`src/hw/rtl/lssu_pkg.sv`:
```
package lssu_pkg;

  // command codes of an input item
  localparam logic [1:0] CMD_TICK = 2'd0;
  localparam logic [1:0] CMD_LINK = 2'd1;
  localparam logic [1:0] CMD_CAL  = 2'd2;

  // link status codes
  localparam logic [1:0] LINK_FAILED     = 2'd0;
  localparam logic [1:0] LINK_ATTEMPTING = 2'd1;
  localparam logic [1:0] LINK_CONNECTED  = 2'd2;

  // request flag bit positions
  localparam int unsigned FLAG_CAL     = 0;
  localparam int unsigned FLAG_FAILED  = 1;
  localparam int unsigned FLAG_ATTEMPT = 2;
  localparam int unsigned FLAG_CONN    = 3;

  // configuration register indexes
  localparam int unsigned CFG_IDX_W = 3;
  localparam logic [CFG_IDX_W-1:0] CFG_BLINK_COUNT = 3'd0;
  localparam logic [CFG_IDX_W-1:0] CFG_BLINK_HALF  = 3'd1;
  localparam logic [CFG_IDX_W-1:0] CFG_FAST_STEP   = 3'd2;
  localparam logic [CFG_IDX_W-1:0] CFG_MID_STEP    = 3'd3;
  localparam logic [CFG_IDX_W-1:0] CFG_SLOW_STEP   = 3'd4;
  localparam logic [CFG_IDX_W-1:0] CFG_PEAK_LEVEL  = 3'd5;
  localparam int unsigned CFG_DATA_W = 8;

  // configuration reset values
  localparam logic [3:0] RST_BLINK_COUNT = 4'd5;
  localparam logic [7:0] RST_BLINK_HALF  = 8'd100;
  localparam logic [7:0] RST_FAST_STEP   = 8'd20;
  localparam logic [7:0] RST_MID_STEP    = 8'd30;
  localparam logic [7:0] RST_SLOW_STEP   = 8'd40;
  localparam logic [7:0] RST_PEAK_LEVEL  = 8'd80;

  // breathing level thresholds for frame delay
  localparam logic [7:0] LEVEL_FAST_ABOVE = 8'd40;
  localparam logic [7:0] LEVEL_MID_ABOVE  = 8'd20;

  // level steps
  localparam logic [7:0] STEP_CAL     = 8'd1;
  localparam logic [7:0] STEP_ATTEMPT = 8'd2;

  // blink colors, packed red/green/blue
  localparam logic [23:0] COLOR_OFF       = 24'h000000;
  localparam logic [23:0] COLOR_FAILED    = {8'd120, 8'd0, 8'd0};
  localparam logic [23:0] COLOR_CONNECTED = {8'd0, 8'd30, 8'd0};

  typedef enum logic [2:0] {
    FX_IDLE      = 3'd0,
    FX_CAL       = 3'd1,
    FX_FAILED    = 3'd2,
    FX_ATTEMPT   = 3'd3,
    FX_CONNECTED = 3'd4
  } effect_e;

  typedef struct packed {
    logic [3:0] blink_count;
    logic [7:0] blink_half;
    logic [7:0] fast_step;
    logic [7:0] mid_step;
    logic [7:0] slow_step;
    logic [7:0] peak_level;
  } cfg_t;

  typedef struct packed {
    logic [7:0] red;
    logic [7:0] green;
    logic [7:0] blue;
    logic       refresh;
  } result_t;

endpackage

```
`src/hw/rtl/lssu_if.sv`:
```
// input item channel
interface lssu_in_if;
  logic       valid;
  logic       ready;
  logic [1:0] cmd;
  logic [1:0] link_status;
  logic       calibrating;

  modport source (output valid, cmd, link_status, calibrating, input ready);
  modport sink (input valid, cmd, link_status, calibrating, output ready);
endinterface

// result item channel
interface lssu_out_if;
  logic       valid;
  logic       ready;
  logic [7:0] red;
  logic [7:0] green;
  logic [7:0] blue;
  logic       refresh;

  modport source (output valid, red, green, blue, refresh, input ready);
  modport sink (input valid, red, green, blue, refresh, output ready);
endinterface

```
`src/hw/rtl/led_status_animation_sequencer_unit.sv`:
```
// Status LED animation sequencer.
// Input channel in_i carries one item per handshake: a 1 ms tick, a link
// status update or a calibration update. Output channel out_o returns one
// result item per input item: the current strip color and a refresh flag
// that is set when that tick wrote a new frame to the strip.
// An accepted item waits in the input register until the result register is
// free or drains, is then processed, and its result is offered on out_o
// from the result register.
// Throughput: one item per cycle while out_o takes results; the input
// register, the state update and the result register form a two-stage
// pipeline with all effect logic combinational between them.
// Stalls: while out_o is held, one more item waits in the input register;
// after that in_i.ready drops until the result is taken.
// Reset (rst_ni low, asynchronous): no requests, idle effect, LED off and
// all configuration registers at their reset values.
// Configuration writes (cfg_we_i, cfg_idx_i, cfg_wdata_i) take effect at
// the next edge and are meant to be made while the block is idle.
module led_status_animation_sequencer_unit (
  input  logic                             clk_i,
  input  logic                             rst_ni,
  lssu_in_if.sink                          in_i,
  lssu_out_if.source                       out_o,
  input  logic                             cfg_we_i,
  input  logic [lssu_pkg::CFG_IDX_W-1:0]   cfg_idx_i,
  input  logic [lssu_pkg::CFG_DATA_W-1:0]  cfg_wdata_i
);

  lssu_pkg::cfg_t    cfg;
  lssu_pkg::result_t res;
  lssu_pkg::result_t res_q;

  logic       in_vld_q;
  logic [1:0] cmd_q;
  logic [1:0] link_status_q;
  logic       calibrating_q;
  logic       out_vld_q;
  logic       proc;

  // the held item moves on when the result register is free or drains now
  assign proc       = in_vld_q && (!out_vld_q || out_o.ready);
  assign in_i.ready = !in_vld_q || proc;

  lssu_cfg_regs u_cfg (
    .clk_i       (clk_i),
    .rst_ni      (rst_ni),
    .cfg_we_i    (cfg_we_i),
    .cfg_idx_i   (cfg_idx_i),
    .cfg_wdata_i (cfg_wdata_i),
    .cfg_o       (cfg)
  );

  // input register
  always_ff @(posedge clk_i or negedge rst_ni) begin
    if (!rst_ni) begin
      in_vld_q <= 1'b0;
    end else if (in_i.ready) begin
      in_vld_q <= in_i.valid;
    end
  end

  always_ff @(posedge clk_i) begin
    if (in_i.valid && in_i.ready) begin
      cmd_q         <= in_i.cmd;
      link_status_q <= in_i.link_status;
      calibrating_q <= in_i.calibrating;
    end
  end

  lssu_core u_core (
    .clk_i         (clk_i),
    .rst_ni        (rst_ni),
    .proc_i        (proc),
    .cmd_i         (cmd_q),
    .link_status_i (link_status_q),
    .calibrating_i (calibrating_q),
    .cfg_i         (cfg),
    .res_o         (res)
  );

  // result register
  always_ff @(posedge clk_i or negedge rst_ni) begin
    if (!rst_ni) begin
      out_vld_q <= 1'b0;
    end else if (proc) begin
      out_vld_q <= 1'b1;
    end else if (out_o.ready) begin
      out_vld_q <= 1'b0;
    end
  end

  always_ff @(posedge clk_i) begin
    if (proc) begin
      res_q <= res;
    end
  end

  assign out_o.valid   = out_vld_q;
  assign out_o.red     = res_q.red;
  assign out_o.green   = res_q.green;
  assign out_o.blue    = res_q.blue;
  assign out_o.refresh = res_q.refresh;

`ifndef ASSERT_OFF
  // input is only held off when both registers are full and the output stalls
  a_ready_only_on_stall: assert property (@(posedge clk_i) disable iff (!rst_ni)
    !in_i.ready |-> (in_vld_q && out_vld_q && !out_o.ready))
    else $error("input stalled without output back-pressure");

  // every processed item shows up as a result in the next cycle
  a_proc_gives_result: assert property (@(posedge clk_i) disable iff (!rst_ni)
    proc |=> out_vld_q)
    else $error("processed item produced no result");
`endif

endmodule

```
`src/hw/rtl/lssu_cfg_regs.sv`:
```
module lssu_cfg_regs (
  input  logic                             clk_i,
  input  logic                             rst_ni,
  input  logic                             cfg_we_i,
  input  logic [lssu_pkg::CFG_IDX_W-1:0]   cfg_idx_i,
  input  logic [lssu_pkg::CFG_DATA_W-1:0]  cfg_wdata_i,
  output lssu_pkg::cfg_t                   cfg_o
);

  lssu_pkg::cfg_t cfg_q, cfg_d;

  // register write decode, unknown indexes are dropped
  always_comb begin
    cfg_d = cfg_q;
    if (cfg_we_i) begin
      unique case (cfg_idx_i)
        lssu_pkg::CFG_BLINK_COUNT: cfg_d.blink_count = cfg_wdata_i[3:0];
        lssu_pkg::CFG_BLINK_HALF:  cfg_d.blink_half  = cfg_wdata_i;
        lssu_pkg::CFG_FAST_STEP:   cfg_d.fast_step   = cfg_wdata_i;
        lssu_pkg::CFG_MID_STEP:    cfg_d.mid_step    = cfg_wdata_i;
        lssu_pkg::CFG_SLOW_STEP:   cfg_d.slow_step   = cfg_wdata_i;
        lssu_pkg::CFG_PEAK_LEVEL:  cfg_d.peak_level  = cfg_wdata_i;
        default: ;
      endcase
    end
  end

  always_ff @(posedge clk_i or negedge rst_ni) begin
    if (!rst_ni) begin
      cfg_q.blink_count <= lssu_pkg::RST_BLINK_COUNT;
      cfg_q.blink_half  <= lssu_pkg::RST_BLINK_HALF;
      cfg_q.fast_step   <= lssu_pkg::RST_FAST_STEP;
      cfg_q.mid_step    <= lssu_pkg::RST_MID_STEP;
      cfg_q.slow_step   <= lssu_pkg::RST_SLOW_STEP;
      cfg_q.peak_level  <= lssu_pkg::RST_PEAK_LEVEL;
    end else begin
      cfg_q <= cfg_d;
    end
  end

  assign cfg_o = cfg_q;

endmodule

```
`src/hw/rtl/lssu_core.sv`:
```
module lssu_core (
  input  logic                  clk_i,
  input  logic                  rst_ni,
  input  logic                  proc_i,
  input  logic [1:0]            cmd_i,
  input  logic [1:0]            link_status_i,
  input  logic                  calibrating_i,
  input  lssu_pkg::cfg_t        cfg_i,
  output lssu_pkg::result_t     res_o
);

  logic [3:0]        flags_q, flags_d;
  lssu_pkg::effect_e fx_q, fx_d, fx_live, fx_sel;
  logic [7:0]        level_q, level_d;
  logic              rising_q, rising_d;
  logic [7:0]        wait_q, wait_d;
  logic [3:0]        blinks_q, blinks_d;
  logic              lit_q, lit_d;
  logic [23:0]       color_q, color_d;

  logic       is_tick;
  logic [7:0] wait_dec;
  logic       tick_due;
  logic       start;
  logic       blink_done;
  logic       refresh;

  // working values of the frame
  logic [7:0] lv_base;
  logic       rs_base;
  logic [7:0] step;
  logic [8:0] lv_sum;
  logic [7:0] lv_new;
  logic [3:0] bl_base;
  logic       lit_base;
  logic [23:0] on_color;

  assign is_tick  = (cmd_i == lssu_pkg::CMD_TICK);
  assign wait_dec = (wait_q != 8'd0) ? wait_q - 8'd1 : 8'd0;
  assign tick_due = proc_i && is_tick && (wait_dec == 8'd0);

  // effect selection: drop a breathing effect whose request went away, pick when idle
  always_comb begin
    fx_live = fx_q;
    if (fx_q == lssu_pkg::FX_CAL && !flags_q[lssu_pkg::FLAG_CAL]) begin
      fx_live = lssu_pkg::FX_IDLE;
    end
    if (fx_q == lssu_pkg::FX_ATTEMPT && !flags_q[lssu_pkg::FLAG_ATTEMPT]) begin
      fx_live = lssu_pkg::FX_IDLE;
    end
    fx_sel = fx_live;
    start  = 1'b0;
    if (fx_live == lssu_pkg::FX_IDLE) begin
      start = 1'b1;
      priority if (flags_q[lssu_pkg::FLAG_CAL]) begin
        fx_sel = lssu_pkg::FX_CAL;
      end else if (flags_q[lssu_pkg::FLAG_FAILED]) begin
        fx_sel = lssu_pkg::FX_FAILED;
      end else if (flags_q[lssu_pkg::FLAG_ATTEMPT]) begin
        fx_sel = lssu_pkg::FX_ATTEMPT;
      end else if (flags_q[lssu_pkg::FLAG_CONN]) begin
        fx_sel = lssu_pkg::FX_CONNECTED;
      end else begin
        start = 1'b0;
      end
    end
  end

  // next effect
  always_comb begin
    fx_d = fx_q;
    if (tick_due) begin
      fx_d = blink_done ? lssu_pkg::FX_IDLE : fx_sel;
    end
  end

  // frame datapath and request flags
  always_comb begin
    flags_d    = flags_q;
    level_d    = level_q;
    rising_d   = rising_q;
    wait_d     = wait_q;
    blinks_d   = blinks_q;
    lit_d      = lit_q;
    color_d    = color_q;
    blink_done = 1'b0;
    refresh    = 1'b0;

    lv_base  = start ? 8'd0 : level_q;
    rs_base  = start ? 1'b1 : rising_q;
    lit_base = start ? 1'b0 : lit_q;
    bl_base  = start ? ((cfg_i.blink_count == 4'd0) ? 4'd1 : cfg_i.blink_count) : blinks_q;
    step     = (fx_sel == lssu_pkg::FX_ATTEMPT) ? lssu_pkg::STEP_ATTEMPT : lssu_pkg::STEP_CAL;
    lv_sum   = {1'b0, lv_base} + {1'b0, step};
    if (rs_base) begin
      lv_new = lv_sum[8] ? 8'hFF : lv_sum[7:0];
    end else begin
      lv_new = (lv_base < step) ? 8'd0 : lv_base - step;
    end
    on_color = (fx_sel == lssu_pkg::FX_FAILED) ? lssu_pkg::COLOR_FAILED
                                                : lssu_pkg::COLOR_CONNECTED;

    if (proc_i) begin
      unique case (cmd_i)
        lssu_pkg::CMD_LINK: begin
          unique case (link_status_i)
            lssu_pkg::LINK_FAILED:     flags_d = {3'b001, flags_q[lssu_pkg::FLAG_CAL]};
            lssu_pkg::LINK_ATTEMPTING: flags_d = {3'b010, flags_q[lssu_pkg::FLAG_CAL]};
            lssu_pkg::LINK_CONNECTED:  flags_d = {3'b100, flags_q[lssu_pkg::FLAG_CAL]};
            default: ;
          endcase
        end
        lssu_pkg::CMD_CAL: begin
          flags_d[lssu_pkg::FLAG_CAL] = calibrating_i;
        end
        lssu_pkg::CMD_TICK: begin
          wait_d = wait_dec;
        end
        default: ;
      endcase
    end

    if (tick_due && fx_sel != lssu_pkg::FX_IDLE) begin
      refresh = 1'b1;
      // state of an effect that starts now
      level_d  = lv_base;
      rising_d = rs_base;
      lit_d    = lit_base;
      blinks_d = bl_base;
      unique case (fx_sel)
        lssu_pkg::FX_CAL, lssu_pkg::FX_ATTEMPT: begin
          if (fx_sel == lssu_pkg::FX_ATTEMPT) begin
            color_d = {lv_base, 1'b0, lv_base[7:1], 8'd0};
          end else begin
            color_d = {16'd0, lv_base};
          end
          level_d = lv_new;
          if (lv_new >= cfg_i.peak_level) begin
            rising_d = 1'b0;
          end else if (lv_new == 8'd0) begin
            rising_d = 1'b1;
          end
          if (lv_new > lssu_pkg::LEVEL_FAST_ABOVE) begin
            wait_d = cfg_i.fast_step;
          end else if (lv_new > lssu_pkg::LEVEL_MID_ABOVE) begin
            wait_d = cfg_i.mid_step;
          end else begin
            wait_d = cfg_i.slow_step;
          end
        end
        lssu_pkg::FX_FAILED, lssu_pkg::FX_CONNECTED: begin
          priority if (lit_base) begin
            color_d = lssu_pkg::COLOR_OFF;
            lit_d   = 1'b0;
            if (bl_base != 4'd0) begin
              blinks_d = bl_base - 4'd1;
            end
            wait_d = cfg_i.blink_half;
          end else if (bl_base != 4'd0) begin
            color_d = on_color;
            lit_d   = 1'b1;
            wait_d  = cfg_i.blink_half;
          end else begin
            // solid color, link requests consumed
            color_d    = on_color;
            flags_d    = {3'b000, flags_q[lssu_pkg::FLAG_CAL]};
            wait_d     = 8'd0;
            blink_done = 1'b1;
          end
        end
        default: ;
      endcase
    end
  end

  always_ff @(posedge clk_i or negedge rst_ni) begin
    if (!rst_ni) begin
      flags_q  <= 4'd0;
      fx_q     <= lssu_pkg::FX_IDLE;
      level_q  <= 8'd0;
      rising_q <= 1'b1;
      wait_q   <= 8'd0;
      blinks_q <= 4'd0;
      lit_q    <= 1'b0;
      color_q  <= lssu_pkg::COLOR_OFF;
    end else begin
      flags_q  <= flags_d;
      fx_q     <= fx_d;
      level_q  <= level_d;
      rising_q <= rising_d;
      wait_q   <= wait_d;
      blinks_q <= blinks_d;
      lit_q    <= lit_d;
      color_q  <= color_d;
    end
  end

  // result of the current item
  assign res_o.red     = color_d[23:16];
  assign res_o.green   = color_d[15:8];
  assign res_o.blue    = color_d[7:0];
  assign res_o.refresh = refresh;

`ifndef ASSERT_OFF
  // events never touch the strip color or the running effect
  a_event_keeps_color: assert property (@(posedge clk_i) disable iff (!rst_ni)
    (proc_i && !is_tick) |=> $stable(color_q) && $stable(fx_q))
    else $error("event item changed strip color or effect");

  // a tick inside a frame delay only counts down
  a_wait_no_frame: assert property (@(posedge clk_i) disable iff (!rst_ni)
    (proc_i && is_tick && wait_q > 8'd1) |=> $stable(color_q) && $stable(fx_q)
      && (wait_q == $past(wait_q) - 8'd1))
    else $error("frame written during delay");

  // a finished blink leaves no link request behind
  a_blink_clears_link: assert property (@(posedge clk_i) disable iff (!rst_ni)
    (tick_due && blink_done) |=> (flags_q[3:1] == 3'b000) && (fx_q == lssu_pkg::FX_IDLE))
    else $error("link flags left after blink");
`endif

endmodule

```
`src/flat_wrapper.sv`:
```
// flat-port wrapper written by rule: the top's interface ports become plain ports
module led_status_animation_sequencer_unit_flat 
  (clk_i, rst_ni, cfg_we_i, cfg_idx_i, cfg_wdata_i, in_i_valid, in_i_cmd, in_i_link_status, in_i_calibrating, in_i_ready, out_o_valid, out_o_red, out_o_green, out_o_blue, out_o_refresh, out_o_ready);
  lssu_in_if in_i_i ();
  lssu_out_if out_o_i ();
  input  logic clk_i;
  input  logic rst_ni;
  input  logic cfg_we_i;
  input  logic [lssu_pkg::CFG_IDX_W-1:0] cfg_idx_i;
  input  logic [lssu_pkg::CFG_DATA_W-1:0] cfg_wdata_i;
  input wire logic [$bits(in_i_i.valid)-1:0] in_i_valid;
  input wire logic [$bits(in_i_i.cmd)-1:0] in_i_cmd;
  input wire logic [$bits(in_i_i.link_status)-1:0] in_i_link_status;
  input wire logic [$bits(in_i_i.calibrating)-1:0] in_i_calibrating;
  output wire logic [$bits(in_i_i.ready)-1:0] in_i_ready;
  output wire logic [$bits(out_o_i.valid)-1:0] out_o_valid;
  output wire logic [$bits(out_o_i.red)-1:0] out_o_red;
  output wire logic [$bits(out_o_i.green)-1:0] out_o_green;
  output wire logic [$bits(out_o_i.blue)-1:0] out_o_blue;
  output wire logic [$bits(out_o_i.refresh)-1:0] out_o_refresh;
  input wire logic [$bits(out_o_i.ready)-1:0] out_o_ready;
  assign in_i_i.valid = in_i_valid;
  assign in_i_i.cmd = in_i_cmd;
  assign in_i_i.link_status = in_i_link_status;
  assign in_i_i.calibrating = in_i_calibrating;
  assign in_i_ready = in_i_i.ready;
  assign out_o_valid = out_o_i.valid;
  assign out_o_red = out_o_i.red;
  assign out_o_green = out_o_i.green;
  assign out_o_blue = out_o_i.blue;
  assign out_o_refresh = out_o_i.refresh;
  assign out_o_i.ready = out_o_ready;
  led_status_animation_sequencer_unit u_core (.clk_i(clk_i), .rst_ni(rst_ni), .in_i(in_i_i), .out_o(out_o_i), .cfg_we_i(cfg_we_i), .cfg_idx_i(cfg_idx_i), .cfg_wdata_i(cfg_wdata_i));
endmodule
```
`config.mk`:
```
export PLATFORM = sky130hd
export DESIGN_NAME = led_status_animation_sequencer_unit_flat
export DESIGN_NICKNAME = d
export VERILOG_FILES = /design/src/hw/rtl/lssu_pkg.sv /design/src/hw/rtl/lssu_if.sv /design/src/hw/rtl/led_status_animation_sequencer_unit.sv /design/src/hw/rtl/lssu_cfg_regs.sv /design/src/hw/rtl/lssu_core.sv /design/src/flat_wrapper.sv
export SDC_FILE = /design/constraint.sdc
export NUM_CORES = 1
export LEC_CHECK = 0
export BUFFER_PORTS_ARGS = -buffer_cell sky130_fd_sc_hd__buf_2
export CORE_MARGIN = 10
export CORE_UTILIZATION = 40
export DETAILED_ROUTE_END_ITERATION = 8
export PLACE_DENSITY = 0.67
export SYNTH_ARGS = -nofsm -noshare
export SYNTH_HDL_FRONTEND = slang
export SYNTH_SLANG_ARGS = --single-unit
```
`constraint.sdc`:
```
create_clock -name clk_i -period 4.6 [get_ports clk_i]
set_input_delay 0 -clock clk_i [delete_from_list [all_inputs] [get_ports clk_i]]
set_output_delay 0 -clock clk_i [all_outputs]
set_load 0.005 [all_outputs]
```
# Word-level counts from Yosys, hierarchy flattened
# Cells that the tools add are included.
dict set report totals {
  latch_bits 0
  rom_bits 0
  out_inout_bits 27
  regBits 129
  inputBits 21
  ramBits 0
  mem_count 0
}
dict set report op_classes {
  n_mul 0
  eq_ne 16
  order_cmp 4
  addsub 4
  n_reduce_logical 32
  shift 0
  bitwise_logic 0
  n_mux 61
  div_mod_pow 0
}
# operator count
set op_table {}
lappend op_table {{$mux W8} 13}
lappend op_table {{$mux W24} 2}
lappend op_table {{$pmux W24 S2} 1}
lappend op_table {{$mux W23} 2}
lappend op_table {{$mux W4} 10}
lappend op_table {{$mux W3} 9}
lappend op_table {{$mux W1} 20}
lappend op_table {{$logic_not A8 Y1} 2}
lappend op_table {{$pmux W8 S2} 1}
lappend op_table {{$eq A3 B2 Y1 const B} 5}
lappend op_table {{$pmux W4 S3} 1}
lappend op_table {{$reduce_and A2 Y1} 6}
lappend op_table {{$add A8 B2 Y9} 1}
lappend op_table {{$eq A3 B1 Y1 const B} 3}
lappend op_table {{$eq A3 B3 Y1 const B} 3}
lappend op_table {{$ge A8 B8 Y1} 1}
lappend op_table {{$gt A8 B5 Y1 const B} 1}
lappend op_table {{$gt A8 B6 Y1 const B} 1}
lappend op_table {{$lt A8 B2 Y1} 1}
lappend op_table {{$reduce_bool A8 Y1} 1}
lappend op_table {{$sub A8 B1 Y8 const B} 1}
lappend op_table {{$sub A8 B2 Y8} 1}
lappend op_table {{$logic_and A1 B1 Y1} 7}
lappend op_table {{$logic_not A3 Y1} 2}
lappend op_table {{14 further kinds} 22}

# Depth between registers and ports, before layout
dict set report logic_depth {
  ltp_word 19
  ltp_mapped 22
  mapped_depth_nobuf 20
}

# Modules after synthesis
# Synthesis repeated with hierarchy kept, for this count alone.
dict set report unflattened {
  hier_cells 569
  hier_area_um2 6512.5
}
# mod area_per_inst_um2 cells_each instances
set by_module_without_submodules {}
lappend by_module_without_submodules {lssu_core 3776.1 434 1}
lappend by_module_without_submodules {lssu_cfg_regs 1731.7 97 1}
lappend by_module_without_submodules {led_status_animation_sequencer_unit 1004.7 38 1}

# Worst setup path after synthesis
# Ideal clock, no wire load.
dict set report synth_path {
  path_type {flip-flop to flip-flop}
  from {register u_core.u_core.fx_q[2]}
  to {register u_core.u_core.rising_q}
  stages_incl_launch_ff 23
  slack_ns -0.283
  n_path_buf 2
  t_arrival_ns 4.810
  setup_time_ns 0.073
  required_ns 4.527
  cell_sequence {dfrtp_1 -> buf_4 -> or3b_1 -> a22o_1 -> and2_1 -> nand2_1 -> ha_1 -> inv_1 -> fa_1 -> buf_6 -> or4_4 -> nor4_1 -> a21oi_1 -> o21ai_0 -> ha_1 -> nand2b_1 -> a21o_1 -> a21o_1 -> a21oi_1 -> o21ai_0 -> a21o_1 -> maj3_1 -> a21oi_1}
}
dict set report synth_between {
  elab_chain_cells 18
}
# element line_no
set synth_lines {}
lappend synth_lines {{start: declaration} lssu_core.sv:13} ;# lssu_pkg::effect_e fx_q, fx_d, fx_live, fx_sel;
lappend synth_lines {{start signal: assignment} lssu_core.sv:179} ;# fx_q <= lssu_pkg::FX_IDLE;
lappend synth_lines {{$eq A3 B1 Y1} lssu_core.sv:45} ;# if (fx_q == lssu_pkg::FX_CAL && !flags_q[lssu_pkg::FLAG_CAL]) begin
lappend synth_lines {{$logic_and A1 B1 Y1} lssu_core.sv:45}
lappend synth_lines {{$mux W3} lssu_core.sv:45}
lappend synth_lines {{$mux W3 (*)} lssu_core.sv:48} ;# if (fx_q == lssu_pkg::FX_ATTEMPT && !flags_q[lssu_pkg::FLAG_ATTEMPT]) begin
lappend synth_lines {{parallel branches: the longest is 14 deep, another holds $sub A8 B2 Y8} --}
lappend synth_lines {{end signal: assignment} lssu_core.sv:190} ;# rising_q <= rising_d;
lappend synth_lines {{end: declaration} lssu_core.sv:15} ;# logic rising_q, rising_d;
# Every way passes the cells marked *.
# A chain may end at the register's enable or synchronous reset.

# Worst setup path in the final report
dict set report layout_path {
  from {register u_core.u_core.flags_q[2]}
  to {register u_core.u_core.rising_q}
}
dict set report layout_between {
  elab_chain_cells 17
}
# element line_no
set layout_lines {}
lappend layout_lines {{start: declaration} lssu_core.sv:12} ;# logic [3:0] flags_q, flags_d;
lappend layout_lines {{start signal: assignment} lssu_core.sv:187} ;# flags_q <= flags_d;
lappend layout_lines {{parallel branches: the longest is 17 deep, another holds $sub A8 B2 Y8} --}
# Several ways; the timed one is not identified.

==> out/metrics.csv <==
metric,value,unit
status,completed,
gp_congestion,0.8903,
synth_common_cells,"dfrtp_1, nand2_1, mux2_2, a21oi_1, edfxtp_1",
via_per_inst,5.373,
path_class,reg2reg,
clk_pin_slew_worst_paths,0.06,ns
synth_nets,598,
initial_core_util,40.71,%
synth_compound_area_share,16.93,%
hp-start,cfg_idx_i[1],
overflow,0,
cpPeakStageDelay,0.44,ns
fin_crit,4.376,ns
synthAdderAreaFrac,3.482,%
port_buffers,47,
cts_buffer_depth,2,
path_cells,or3b_4 > a22o_1 > and2_4 > nand2_4 > ha_4 > inv_1 > fa_2 > or4_4 > nor4_4 > a21oi_2 > o21ai_2 > ha_1 > nand2b_1 > a21o_1 > a21o_1 > a21oi_2 > o21ai_0 > a21o_1 > maj3_1 > a21oi_2,
path_depth,20,
grt_max_degree,57,
yosysMostFrequentCell,dfrtp_1,
die_x,147.2,um
antenna_found_initial,0,
finalCritPeriodShare,95.12,%
synth_area_per_cell,11.53,um^2
synth_edf_count,30,
cts_tree,yes,
synth_top_family_by_area,compound AO/OA/AOI/OAI gates,
rsz0062_at_grt,false,
drv_cap,0,
io_pins,48,
cts_buffers,17,
path_delay_family,simple AND/OR/NAND/NOR gates,
synthCells,561,
synth_top_area_cell,dfrtp_1,
skew,0.01400,ns
cp_max_fo,6,
path_buf_inv,1,
r2r-start,u_core.u_core.flags_q[2],
finalSetupViolCount,0,
finalMaxSlewViolations,0,
grt_use_total,14.01,%
start_kind,flip-flop,
hold_class,in2reg,
reg2regPathDepth,20,
drtPass1Iterations,4,
synth_xor_area_share,0.9480,%
fmax,228.5,MHz
cts_max_level,4,
cts-root-buf,clkbuf_16,
ys_seq_area_share,52.54,%
yosys_warnings,0,
ys_top_cells_by_area,"dfrtp_1, edfxtp_1, mux2_2",
p_leak,0.003295,uW
arrival,4.73,ns
crit_path_end_kind,flip-flop,
hold_slack,0.1229,ns
dieArea,0.02165,mm^2
synth_seq_cells,129,
wl,14.79,mm
p_per_area,561.4,mW/mm^2
syn2layout_area_growth,19.97,%
synth_top_area_share,32.11,%
antenna_cells,0,
dr.first_iter.drc_count,277,
clock_latency,0.42,ns
rows,46,
avgRoutedWirePerCell,17.06,um
r2r-end,u_core.u_core.rising_q,
synth_mux_area_share,8.861,%
chipHeight,147.2,um
hold_viol_final,0,
cpMaxStageDelayCell,or4_4,
detail-route-antenna-nets,0,
nFillCells,1456,
yosys.area_share.simple,13.19,%
cts_sinks,129,
dp.final_hpwl,10.51,mm
ys_types,79,
grt_pass1_wl,24.89,mm
nets,675,
synth_flop_cell,dfrtp_1,
drive_gt1_share,30.11,%
tightest_slew,1.247,ns
worstPathRequired,4.95,ns
async_flop_share,76.74,%
peakVddDrop,0.0003395,V
grt_pass1_vias,4960,
relSlewSlack,16.85,%
r2r_setup_slack,0.22,ns
whs_path_depth,3,
vias,4658,
setup_tns,0,ns
drc,0,
core-area,0.01589,mm^2
holdPathEnd,u_core.u_cfg.cfg_o[43],
syn_area,0.006467,mm^2
## timing repair
action                                  CTS  global route
gates resized for setup                   0            10
endpoints found under the setup margin    0             1
hold buffers                             17             0
setup buffers                             0             1
hold endpoints to repair                 96             0
## metrics by stage
| stage | instances | utilization (%) | total power, uW | setup slack, ns | area, um^2 |
|---|---|---|---|---|---|
| after CTS | 866 | 48.55 | 4326 | 0.002105 | 7712 |
| after global routing | 867 | 48.84 | 4614 | 0.002033 | 7759 |
| final | 867 | 48.84 | 4356 | 0.2245 | 7759 |
| after detailed placement | 817 | 44.02 | 3050 | 0.01350 | 6993 |
| after floorplan | 561 | - | 2639 | 0.03181 | 6507 |
| after global placement | 817 | 44.02 | 3003 | 0.1244 | 6993 |
## how the worst max path moves through the flow
stage,start,to,slack [ns]
detailed placement,u_core.u_core.flags_q[2],u_core.u_core.rising_q,0.01
global route,u_core.u_core.flags_q[2],u_core.u_core.rising_q,0.002
finish,u_core.u_core.flags_q[2],u_core.u_core.rising_q,0.22
floorplan,u_core.u_core.fx_q[2],u_core.u_core.rising_q,0.03
CTS,u_core.u_core.flags_q[2],u_core.u_core.rising_q,0.002
global placement,u_core.u_core.flags_q[2],u_core.u_core.rising_q,0.12
## worst min-delay path, delay by kind of cell
family | cells | cell delay [ns]
mux | 1 | 0.24
buf+inv | 1 | 0.13
simple gates | 1 | 0.13
## logic make-up after synthesis
| kind of cell | count (synthesis) |
|---|---|
| adder cells (fa/ha/maj) | 17 |
| AO/OA/AOI/OAI | 147 |
| flip-flops | 129 |
| buffers and inverters | 51 |
| XOR/XNOR | 7 |
| AND/OR/NAND/NOR | 158 |
| multiplexers | 52 |
## metal layers
metal | up-vias | part of all wire (%) | global-route usage [%]
li1 | 2238 | - | -
met1 | 2288 | 45 | 17.20
met2 | 106 | 48 | 22.75
met3 | 26 | 4.1 | 3.563
met4 | 0 | 2.6 | 6.244
met5 | - | 0 | 0
## final cells by class
type | instances | area [um^2] | share of cell area (%)
Sequential cell | 129 | 3398 | 43.80
Multi-Input combinational cell | 381 | 2897 | 37.33
Timing Repair Buffer | 82 | 543.0 | 6.999
Clock buffer | 21 | 460.4 | 5.935
Tap cell | 216 | 270.3 | 3.483
Inverter | 27 | 101.3 | 1.306
Clock inverter | 11 | 88.84 | 1.145
## layout by cell type (no fill, tap or decap), drive strengths merged, types with 20 or more instances in the layout
cell type,n
mux2,42
o21ai,37
inv,27
a21oi,32
nand2,44
clkbuf,21
dfrtp,83
a22o,20
nor2,26
buf,65
edfxtp,30
## where the power goes
part           internal (uW)  switching (uW)
clock                    764             483
sequential              1380             160
combinational            717             850
total                   2860            1490
## sequential cells by signal (all words and copies together) (netlist names), 2 cells and up
| name | cells |
|---|---|
| u_core.out_o.red | 8 |
| u_core.u_core.flags_q | 4 |
| u_core.u_core.color_q | 24 |
| u_core.out_o.green | 8 |
| u_core.u_core.fx_q | 3 |
| u_core.u_core.level_q | 8 |
| u_core.u_core.wait_q | 8 |
| u_core.out_o.blue | 8 |
| u_core.u_cfg.cfg_o | 44 |
| u_core.link_status_q | 2 |
| u_core.u_core.blinks_q | 4 |
| u_core.cmd_q | 2 |
Power figures use the tool's default switching activity.
